--- config.mk ---
export PLATFORM = sky130hd
export DESIGN_NAME = median_of_group_averages_filter
export DESIGN_NICKNAME = d
export VERILOG_FILES = /design/src/hw/rtl/mof_pkg.sv /design/src/hw/rtl/mof_cell.sv /design/src/hw/rtl/median_of_group_averages_filter.sv
export SDC_FILE = /design/constraint.sdc
export NUM_CORES = 1
export LEC_CHECK = 0
export ABC_AREA = 0
export ABC_CLOCK_PERIOD_IN_PS = 7300
export CORE_UTILIZATION = 45
export CTS_CLUSTER_SIZE = 20
export DETAILED_ROUTE_END_ITERATION = 8
export DONT_BUFFER_PORTS = 1
export GPL_ROUTABILITY_DRIVEN = 0
export GPL_TIMING_DRIVEN = 0
export SLEW_MARGIN = 20
export SYNTH_ARGS = -nofsm -noshare
export SYNTH_HDL_FRONTEND = slang
export SYNTH_SLANG_ARGS = --single-unit
--- constraint.sdc ---
create_clock -name i_clk -period 7.3 [get_ports i_clk]
set_clock_uncertainty 0.05 [all_clocks]
set_input_delay 0.73 -clock i_clk [delete_from_list [all_inputs] [get_ports i_clk]]
set_output_delay 0.73 -clock i_clk [all_outputs]
set_load 0.005 [all_outputs]
--- src/hw/rtl/mof_pkg.sv ---
package mof_pkg;

    localparam int SAMPLE_W = 12;
    localparam int SUM_W    = 14;

    localparam int DEF_GROUP_SIZE  = 3;
    localparam int DEF_GROUP_COUNT = 5;
    localparam int DEF_SAMPLE_BITS = 12;

    localparam logic [SUM_W-1:0] SUM_MAX = '1;

    typedef logic [SUM_W-1:0] t_sum;

    // handed from one cell to the next
    typedef struct packed {
        logic less;
        t_sum value;
    } t_link;

endpackage

--- src/hw/rtl/mof_cell.sv ---
module mof_cell (
    input  logic          i_clk,
    input  logic          i_insert,
    input  logic          i_occupied,
    input  mof_pkg::t_sum i_key,
    input  mof_pkg::t_link i_prev,
    output mof_pkg::t_link o_next,
    output mof_pkg::t_sum o_next_value
);

    mof_pkg::t_sum r_value;
    mof_pkg::t_sum n_value;
    logic          w_less;

    assign w_less = i_occupied && (i_key < r_value);

    always_comb begin
        n_value = r_value;
        if (i_insert && (!i_occupied || w_less)) begin
            n_value = i_prev.less ? i_prev.value : i_key;
        end
    end

    always_ff @(posedge i_clk) begin
        r_value <= n_value;
    end

    assign o_next.less   = w_less;
    assign o_next.value  = r_value;
    assign o_next_value  = n_value;

endmodule

--- src/hw/rtl/median_of_group_averages_filter.sv ---
// Median-of-means filter. Each accepted word is a 12-bit converter sample;
// every GROUP_SIZE samples form a group sum (saturated to 14 bits), and after
// GROUP_COUNT groups one word comes out: the median of the group sums
// (upper middle when GROUP_COUNT is even), i.e. GROUP_SIZE times the median
// group mean. One sample is taken per clock; each group sum is registered and
// then placed into a sorted row of GROUP_COUNT insertion cells, and on the
// round's last group the result is latched at the same edge as that insertion.
// Input stalls only while a finished result is held back by a stalled output
// and the next one is ready.
module median_of_group_averages_filter #(
    parameter int GROUP_SIZE  = mof_pkg::DEF_GROUP_SIZE,
    parameter int GROUP_COUNT = mof_pkg::DEF_GROUP_COUNT,
    parameter int SAMPLE_BITS = mof_pkg::DEF_SAMPLE_BITS
) (
    input  logic                         i_clk,
    input  logic                         i_rst_n,
    input  logic                         i_in_valid,
    output logic                         o_in_stall,
    input  logic [mof_pkg::SAMPLE_W-1:0] i_sample,
    output logic                         o_out_valid,
    input  logic                         i_out_stall,
    output logic [mof_pkg::SUM_W-1:0]    o_median_sum
);

    localparam int SizeW  = (GROUP_SIZE > 1) ? $clog2(GROUP_SIZE) : 1;
    localparam int CountW = (GROUP_COUNT > 1) ? $clog2(GROUP_COUNT) : 1;
    localparam int Mid    = GROUP_COUNT / 2;
    localparam logic [mof_pkg::SAMPLE_W-1:0] SampleMask =
        (SAMPLE_BITS >= mof_pkg::SAMPLE_W) ? '1
                                           : mof_pkg::SAMPLE_W'((1 << SAMPLE_BITS) - 1);
    localparam logic [SizeW-1:0]  LastSample = SizeW'(GROUP_SIZE - 1);
    localparam logic [CountW-1:0] LastGroup  = CountW'(GROUP_COUNT - 1);

    logic [SizeW-1:0]  r_smp_cnt;
    logic [CountW-1:0] r_grp_idx;
    logic [CountW-1:0] r_fill;
    mof_pkg::t_sum     r_acc;
    logic              r_ins_valid;
    logic              r_ins_last;
    mof_pkg::t_sum     r_ins_key;
    logic              r_out_valid;
    mof_pkg::t_sum     r_out_data;

    logic                          w_accept;
    logic                          w_group_done;
    logic                          w_ins_block;
    logic                          w_ins_fire;
    logic [mof_pkg::SUM_W:0]       w_sum_wide;
    mof_pkg::t_sum                 w_sum;
    mof_pkg::t_link                w_link [GROUP_COUNT+1];
    mof_pkg::t_sum                 w_next_value [GROUP_COUNT];

    assign w_ins_block  = r_ins_last && r_out_valid && i_out_stall;
    assign o_in_stall   = r_ins_valid && w_ins_block;
    assign w_accept     = i_in_valid && !o_in_stall;
    assign w_ins_fire   = r_ins_valid && !w_ins_block;
    assign w_group_done = (r_smp_cnt == LastSample);

    assign w_sum_wide = {1'b0, r_acc}
                      + (mof_pkg::SUM_W+1)'(i_sample & SampleMask);
    assign w_sum      = w_sum_wide[mof_pkg::SUM_W] ? mof_pkg::SUM_MAX
                                                   : w_sum_wide[mof_pkg::SUM_W-1:0];

    always_ff @(posedge i_clk) begin
        if (!i_rst_n) begin
            r_smp_cnt   <= '0;
            r_grp_idx   <= '0;
            r_fill      <= '0;
            r_acc       <= '0;
            r_ins_valid <= 1'b0;
            r_ins_last  <= 1'b0;
            r_out_valid <= 1'b0;
        end else begin
            if (w_accept) begin
                if (w_group_done) begin
                    r_smp_cnt  <= '0;
                    r_acc      <= '0;
                    r_grp_idx  <= (r_grp_idx == LastGroup) ? '0 : r_grp_idx + 1'b1;
                    r_ins_last <= (r_grp_idx == LastGroup);
                end else begin
                    r_smp_cnt <= r_smp_cnt + 1'b1;
                    r_acc     <= w_sum;
                end
            end
            if (w_accept && w_group_done) begin
                r_ins_valid <= 1'b1;
            end else if (w_ins_fire) begin
                r_ins_valid <= 1'b0;
            end
            if (w_ins_fire) begin
                r_fill <= r_ins_last ? '0 : r_fill + 1'b1;
            end
            if (!r_out_valid || !i_out_stall) begin
                r_out_valid <= w_ins_fire && r_ins_last;
            end
        end
    end

    always_ff @(posedge i_clk) begin
        if (w_accept && w_group_done) begin
            r_ins_key <= w_sum;
        end
        if (w_ins_fire && r_ins_last) begin
            r_out_data <= w_next_value[Mid];
        end
    end

    assign w_link[0] = '0;

    for (genvar gi = 0; gi < GROUP_COUNT; gi++) begin : g_cell
        mof_cell u_cell (
            .i_clk        (i_clk),
            .i_insert     (w_ins_fire),
            .i_occupied   (CountW'(gi) < r_fill),
            .i_key        (r_ins_key),
            .i_prev       (w_link[gi]),
            .o_next       (w_link[gi+1]),
            .o_next_value (w_next_value[gi])
        );
    end

    assign o_out_valid  = r_out_valid;
    assign o_median_sum = r_out_data;

endmodule
==> results of run 1 <==
## logic make-up after synthesis
logic type | after synthesis | synth area share, %
xor+xnor | 10 | 1.69
flops | 95 | 47.7
simple gates | 100 | 10.8
buf+inv | 53 | 4.38
fa+ha+maj | 55 | 13.5
mux | 44 | 8.96
compound gates | 98 | 13.0
## Yosys cell counts, types with 7 or more instances
| cell | n | area share (%) |
|---|---|---|
| edfxtp_1 | 56 | 33 |
| ha_1 | 54 | 13 |
| inv_1 | 45 | 3.3 |
| dfxtp_1 | 39 | 15 |
| a21oi_1 | 30 | 2.9 |
| nand2_1 | 30 | 2.2 |
| mux2i_1 | 26 | 5.0 |
| mux2_2 | 18 | 3.9 |
| o21ai_0 | 17 | 1.6 |
| nor2_1 | 13 | 0.94 |
| a21o_1 | 10 | 1.5 |
| a22o_1 | 9 | 1.5 |
| nand3_1 | 8 | 0.77 |
| nand2_4 | 7 | 1.5 |
| nor2b_1 | 7 | 0.85 |
## sequential cells by signal (all words and copies together), names as in the netlist
register               flops
r_acc                     14
o_out_valid                1
r_ins_valid                1
o_median_sum              14
g_cell.u_cell.r_value     42
r_ins_key                 14
r_ins_last                 1
r_smp_cnt                  2
r_fill                     3
r_grp_idx                  3
## through the flow
stage / area, sq um / worst slack, ns / total power (W) / hold slack (ns)
2_1_floorplan: 5170 / 4.48 / 0.000804 / 0.404
3_3_place_gp: 5340 / 4.15 / 0.000844 / 0.417
3_5_place_dp: 5350 / 4.27 / 0.000849 / 0.421
4_1_cts: 5640 / 4.43 / 0.00131 / 0.442
5_1_grt: 5650 / 4.21 / 0.00137 / 0.448
6_report: 5650 / 4.48 / 0.00130 / 0.438
## per-layer routing
metal,part of all wire [%],vias to the layer above,global-route usage [%]
li1,-,1683,-
met1,48,1477,21.3
met2,47,48,28.3
met3,3.3,15,4.18
met4,1.4,0,5.69
met5,0,-,0
## path summary, 6_finish.rpt
kind                                                 to                      start  cells after the start  slack (ns)
hold reg to reg               r_grp_idx[1]$_SDFFE_PN0P_  r_grp_idx[1]$_SDFFE_PN0P_                      2        0.44
setup reg to reg  g_cell[1].u_cell.r_value[3]$_DFFE_PP_     r_ins_key[2]$_DFFE_PP_                      6        4.48
setup / recovery  g_cell[1].u_cell.r_value[3]$_DFFE_PP_     r_ins_key[2]$_DFFE_PP_                      6        4.48
hold / removal                r_grp_idx[1]$_SDFFE_PN0P_  r_grp_idx[1]$_SDFFE_PN0P_                      2        0.44
## layout make-up
type | count | area [sq um]
plain buffers | 8 | 57.6
well taps | 140 | 175
clock buffers | 11 | 233
fillers | 944 | 5390
multi-input cells | 307 | 2490
flip-flops and latches | 95 | 2460
clock inverters | 5 | 60.1
inverters | 45 | 169
## critical path, stage by stage, from the launching register on
cell and delay (ns):
edfxtp_1 0.50, ha_1 0.36, a21oi_1 0.14, o21ai_0 0.10, a221oi_1 0.45, o21ai_0 0.23
a21oi_2 0.62
## power groups by stage
stage,clock (W),combinational [W],sequential (W)
after floorplan,0,0.000174,0.000630
after global placement,0,0.000210,0.000634
after detailed placement,0,0.000214,0.000634
after CTS,0.000473,0.000216,0.000623
after global routing,0.000499,0.000244,0.000627
final,0.000466,0.000214,0.000624
==> impl_metrics.env, run 1 <==
export IMPL_area_growth_pct=9.25
export IMPL_cts_resized=0
export IMPL_clk_latency_ns=0.34
export IMPL_fmax_mhz=355
export IMPL_synth_edf_count=56
export IMPL_crit_type="register to register"
export IMPL_syn_area_per_cell_sq_um=11.4
export IMPL_max_cap_viol_count=0
export IMPL_yosysWarnings=0
export IMPL_cts_buffers=9
export IMPL_overflow=0
export IMPL_synthCells=455
export IMPL_comb_power_share_pct=16.4
export IMPL_antenna_cells=0
export IMPL_hpwl_mm=6.77
export IMPL_clock_sinks=95
export IMPL_antenna_found_initial=0
export IMPL_hold_violations=0
export IMPL_vias=3223
export IMPL_setup_viol=0
export IMPL_drt_first_iter_violations=93
export IMPL_clockPowerShare_pct=35.8
export IMPL_hp_class="register to register"
export IMPL_post_cts_buffers=0
export IMPL_slew_violations=0
export IMPL_final_cell_mix="56 x edfxtp_1, 54 x ha_1, 45 x inv_1"
export IMPL_final_cell_count_no_fill=611
export IMPL_synthFlopType="edfxtp_1"
export IMPL_internal_power_w=0.000967
export IMPL_cts_root_buffer="clkbuf_16"
export IMPL_cp_end_kind="register"
export IMPL_status="complete, no violations"
export IMPL_nets=537
export IMPL_dr_pass1_iters=5
export IMPL_start_kind="register"
export IMPL_grt_pass1_vias=3313
export IMPL_synthArstFlopShare_pct=0
export IMPL_synth_area_sq_um=5170
export IMPL_final_common_cell="edfxtp_1"
export IMPL_vias_per_cell=5.27
export IMPL_ys_ff_latch=95
export IMPL_worstMarginPinSlew_ns=0.742
export IMPL_final_layout_size_suffix_gt1_share_pct=12.1
export IMPL_holdBufCountCts=0
export IMPL_cp_max_fo=14
export IMPL_syn_num_nets=526
export IMPL_initial_core_util_pct=46.8
export IMPL_ys_types=51
export IMPL_rsz0062_at_grt="no"
export IMPL_cts_max_level=3
export IMPL_grt_use_total_pct=16.9
export IMPL_crit_required_ns=7.22
export IMPL_ant_nets=0
export IMPL_port_buffers=0
export IMPL_wl_per_cell_microns=14.6
export IMPL_cts_tree="built"
export IMPL_p_switching_w=0.000337
export IMPL_dp_cells=595
export IMPL_cp_data_arrival_time_ns=2.74
export IMPL_swShare_pct=25.8
export IMPL_row_count=38
export IMPL_fin_util_pct=51.2
export IMPL_drc=0
export IMPL_slew_headroom_pct=50.5
export IMPL_period_needed_ns=2.82
export IMPL_p_leak_nw=2.42
export IMPL_setup_tns_ns=0
export IMPL_die_h_microns=109
export IMPL_p_per_area_nw_per_um2=231
export IMPL_die_x_microns=109
export IMPL_coreArea_sq_um=11000
export IMPL_ioPinCount=32
export IMPL_ir_worst_vdd_v=0.000187
export IMPL_grt_pass1_wl_mm=15.6
export IMPL_routed_wl_mm=8.95
export IMPL_dieArea_sq_um=11900
export IMPL_grt_max_degree=19
export IMPL_min_period_over_period_pct=38.6
export IMPL_clkTransAtPathRegs_ns=0.06
export IMPL_cts_buffer_depth=2
export IMPL_power_share_sequential_pct=47.8
export IMPL_yosysSeqAreaShare_pct=47.7
(Power assumes the default switching activity.)
==> inputs of run 2 (changes only) <==
ABC_CLOCK_PERIOD_IN_PS = 2500   (was 7300)
clock period = 2.5 ns   (was 7.3 ns; I/O delays follow)
==> impl_metrics.env, run 2 (same netlist as run 1, synthesis figures left out) <==
export IMPL_fin_ws_ns=-0.0238
export IMPL_p_per_area_nw_per_um2=621
export IMPL_cp_top_family="compound AO/OA/AOI/OAI gates"
export IMPL_cpMostUsedCell="a21o_1"
export IMPL_dieArea_sq_um=11900
export IMPL_ant_nets=0
export IMPL_setup_tns_ns=-0.0238
export IMPL_hold_violations=0
export IMPL_cts_buffer_depth=2
export IMPL_min_period_over_period_pct=101
export IMPL_hp_start="i_out_stall"
export IMPL_ioPinCount=32
export IMPL_start_kind="register"
export IMPL_ir_worst_vdd_v=0.000677
export IMPL_top_register="g_cell.u_cell.r_value"
export IMPL_slew_violations=0
export IMPL_crit_type="register to register"
export IMPL_nets=561
export IMPL_drt_first_iter_violations=107
export IMPL_cp_data_arrival_time_ns=2.56
export IMPL_cts_buffers=9
export IMPL_grt_use_total_pct=17.9
export IMPL_final_layout_size_suffix_gt1_share_pct=22.1
export IMPL_hp_class="input port to register"
export IMPL_rsz0062_at_grt="yes"
export IMPL_hpwl_mm=6.87
export IMPL_row_count=38
export IMPL_crit_required_ns=2.54
export IMPL_area_growth_pct=18.1
export IMPL_status="finished with violations"
export IMPL_period_needed_ns=2.52
export IMPL_setup_viol=1
export IMPL_r2r_start="r_ins_key[2]$_DFFE_PP_"
export IMPL_cts_max_level=3
export IMPL_fin_area_sq_um=6100
export IMPL_final_common_cell="edfxtp_1"
export IMPL_cts_root_buffer="clkbuf_16"
export IMPL_crit_buf_inv=2
export IMPL_cp_end_kind="register"
export IMPL_crit_chain="buf_4 -> ha_4 -> a21o_1 -> a31oi_1 -> o21ai_1 -> a21o_1 -> a211oi_4 -> buf_6 -> mux2_4"
export IMPL_clk_latency_ns=0.34
export IMPL_clock_sinks=95
export IMPL_slew_headroom_pct=38.7
export IMPL_wl_per_cell_microns=15.4
export IMPL_p_leak_nw=2.55
export IMPL_port_buffers=0
export IMPL_cts_tree="built"
export IMPL_clkTransAtPathRegs_ns=0.06
export IMPL_dp_slack_ns=-0.352
export IMPL_grt_pass1_vias=3466
export IMPL_crit_start="r_ins_key[2]$_DFFE_PP_"
export IMPL_coreArea_sq_um=11000
export IMPL_initial_core_util_pct=46.8
export IMPL_cpPeakStageDelay_ns=0.38
export IMPL_vias_per_cell=5.33
export IMPL_grt_pass1_wl_mm=16.2
export IMPL_antenna_cells=0
export IMPL_cp_max_fo=5
export IMPL_worstMarginPinSlew_ns=0.913
export IMPL_drc=0
export IMPL_die_h_microns=109
export IMPL_dr_pass1_iters=4
export IMPL_crit_slowest_cell="edfxtp_1"
export IMPL_max_cap_viol_count=0
export IMPL_largest_register_ffs=42
export IMPL_violations="negative setup slack"
export IMPL_grt_max_degree=19
export IMPL_die_x_microns=109
export IMPL_antenna_found_initial=0
export IMPL_vias=3379
export IMPL_fmax_mhz=396
export IMPL_routed_wl_mm=9.80
export IMPL_overflow=0
export IMPL_final_cell_mix="56 x edfxtp_1, 50 x ha_1, 45 x inv_1"
export IMPL_placed_area_sq_um=5350
run 2: cell count changes in the layout (fill, tap and decap cells not counted), moves of 2 or more:
cell,delta
buf_12,+3
mux2i_1,-16
ha_4,+3
o21ai_1,+4
buf_6,+4
a21oi_4,+2
mux2i_2,+11
o21ai_0,-4
buf_4,+15
a221oi_4,+2
ha_1,-4
mux2i_4,+5
run 2: worst reg2reg max path, delay by kind of cell (launching register included):
| family | cells | cell delay [ns] |
|---|---|---|
| AOI/OAI and AO/OA | 5 | 0.96 |
| muxes | 1 | 0.32 |
| DFF | 1 | 0.38 |
| buffers and inverters | 2 | 0.34 |
| adders and majority gates | 1 | 0.21 |
run 2: through the flow:
stage / util, % / hold slack [ns] / std cells / total power, W
after floorplan: - / 0.348 / 455 / 0.00235
after global placement: 48.5 / 0.356 / 595 / 0.00246
after detailed placement: 48.5 / 0.356 / 595 / 0.00248
after CTS: 53.0 / 0.0255 / 626 / 0.00377
after global routing: 55.3 / 0.0530 / 634 / 0.00399
final: 55.3 / 0.0405 / 634 / 0.00379
run 2: layer usage:
layer	vias up	track usage (%)	part of all wire [%]
li1	1733	-	-
met1	1598	21.4	46
met2	44	30.7	50
met3	4	5.68	3.4
met4	0	5.12	0.71
met5	-	0	0
run 2: layout make-up:
type	count	area [sq um]
multi-input cells	307	2720
repair buffers	24	233
fillers	915	4930
clock buffers	10	229
clock inverters	5	37.5
flip-flops and latches	95	2460
well taps	140	175
inverters	45	169
plain buffers	8	77.6
run 2: timing repair:
action	in CTS	in global routing
cloned	0	2
resized for setup	16	36
endpoints found under the setup margin	84	84
hold buffers	1	0
pin swaps	7	15
setup buffers	15	6
endpoints found under the hold margin	3	0
run 2: path summary, 6_finish.rpt:
kind / end / slack (ns) / cells after the start
worst min-delay path: o_out_valid$_SDFFE_PN0P_ / 0.04 / 2
worst min register to register: r_grp_idx[1]$_SDFFE_PN0P_ / 0.44 / 2
worst max register to register: o_median_sum[0]$_DFFE_PP_ / -0.02 / 9
worst max-delay path: o_median_sum[0]$_DFFE_PP_ / -0.02 / 9
run 2: power by group:
| part | internal (W) | switching (W) | leakage [nW] |
|---|---|---|---|
| registers | 0.00178 | 0.0000442 | 0.826 |
| clock network | 0.000668 | 0.000573 | 0.113 |
| logic | 0.000332 | 0.000399 | 1.62 |
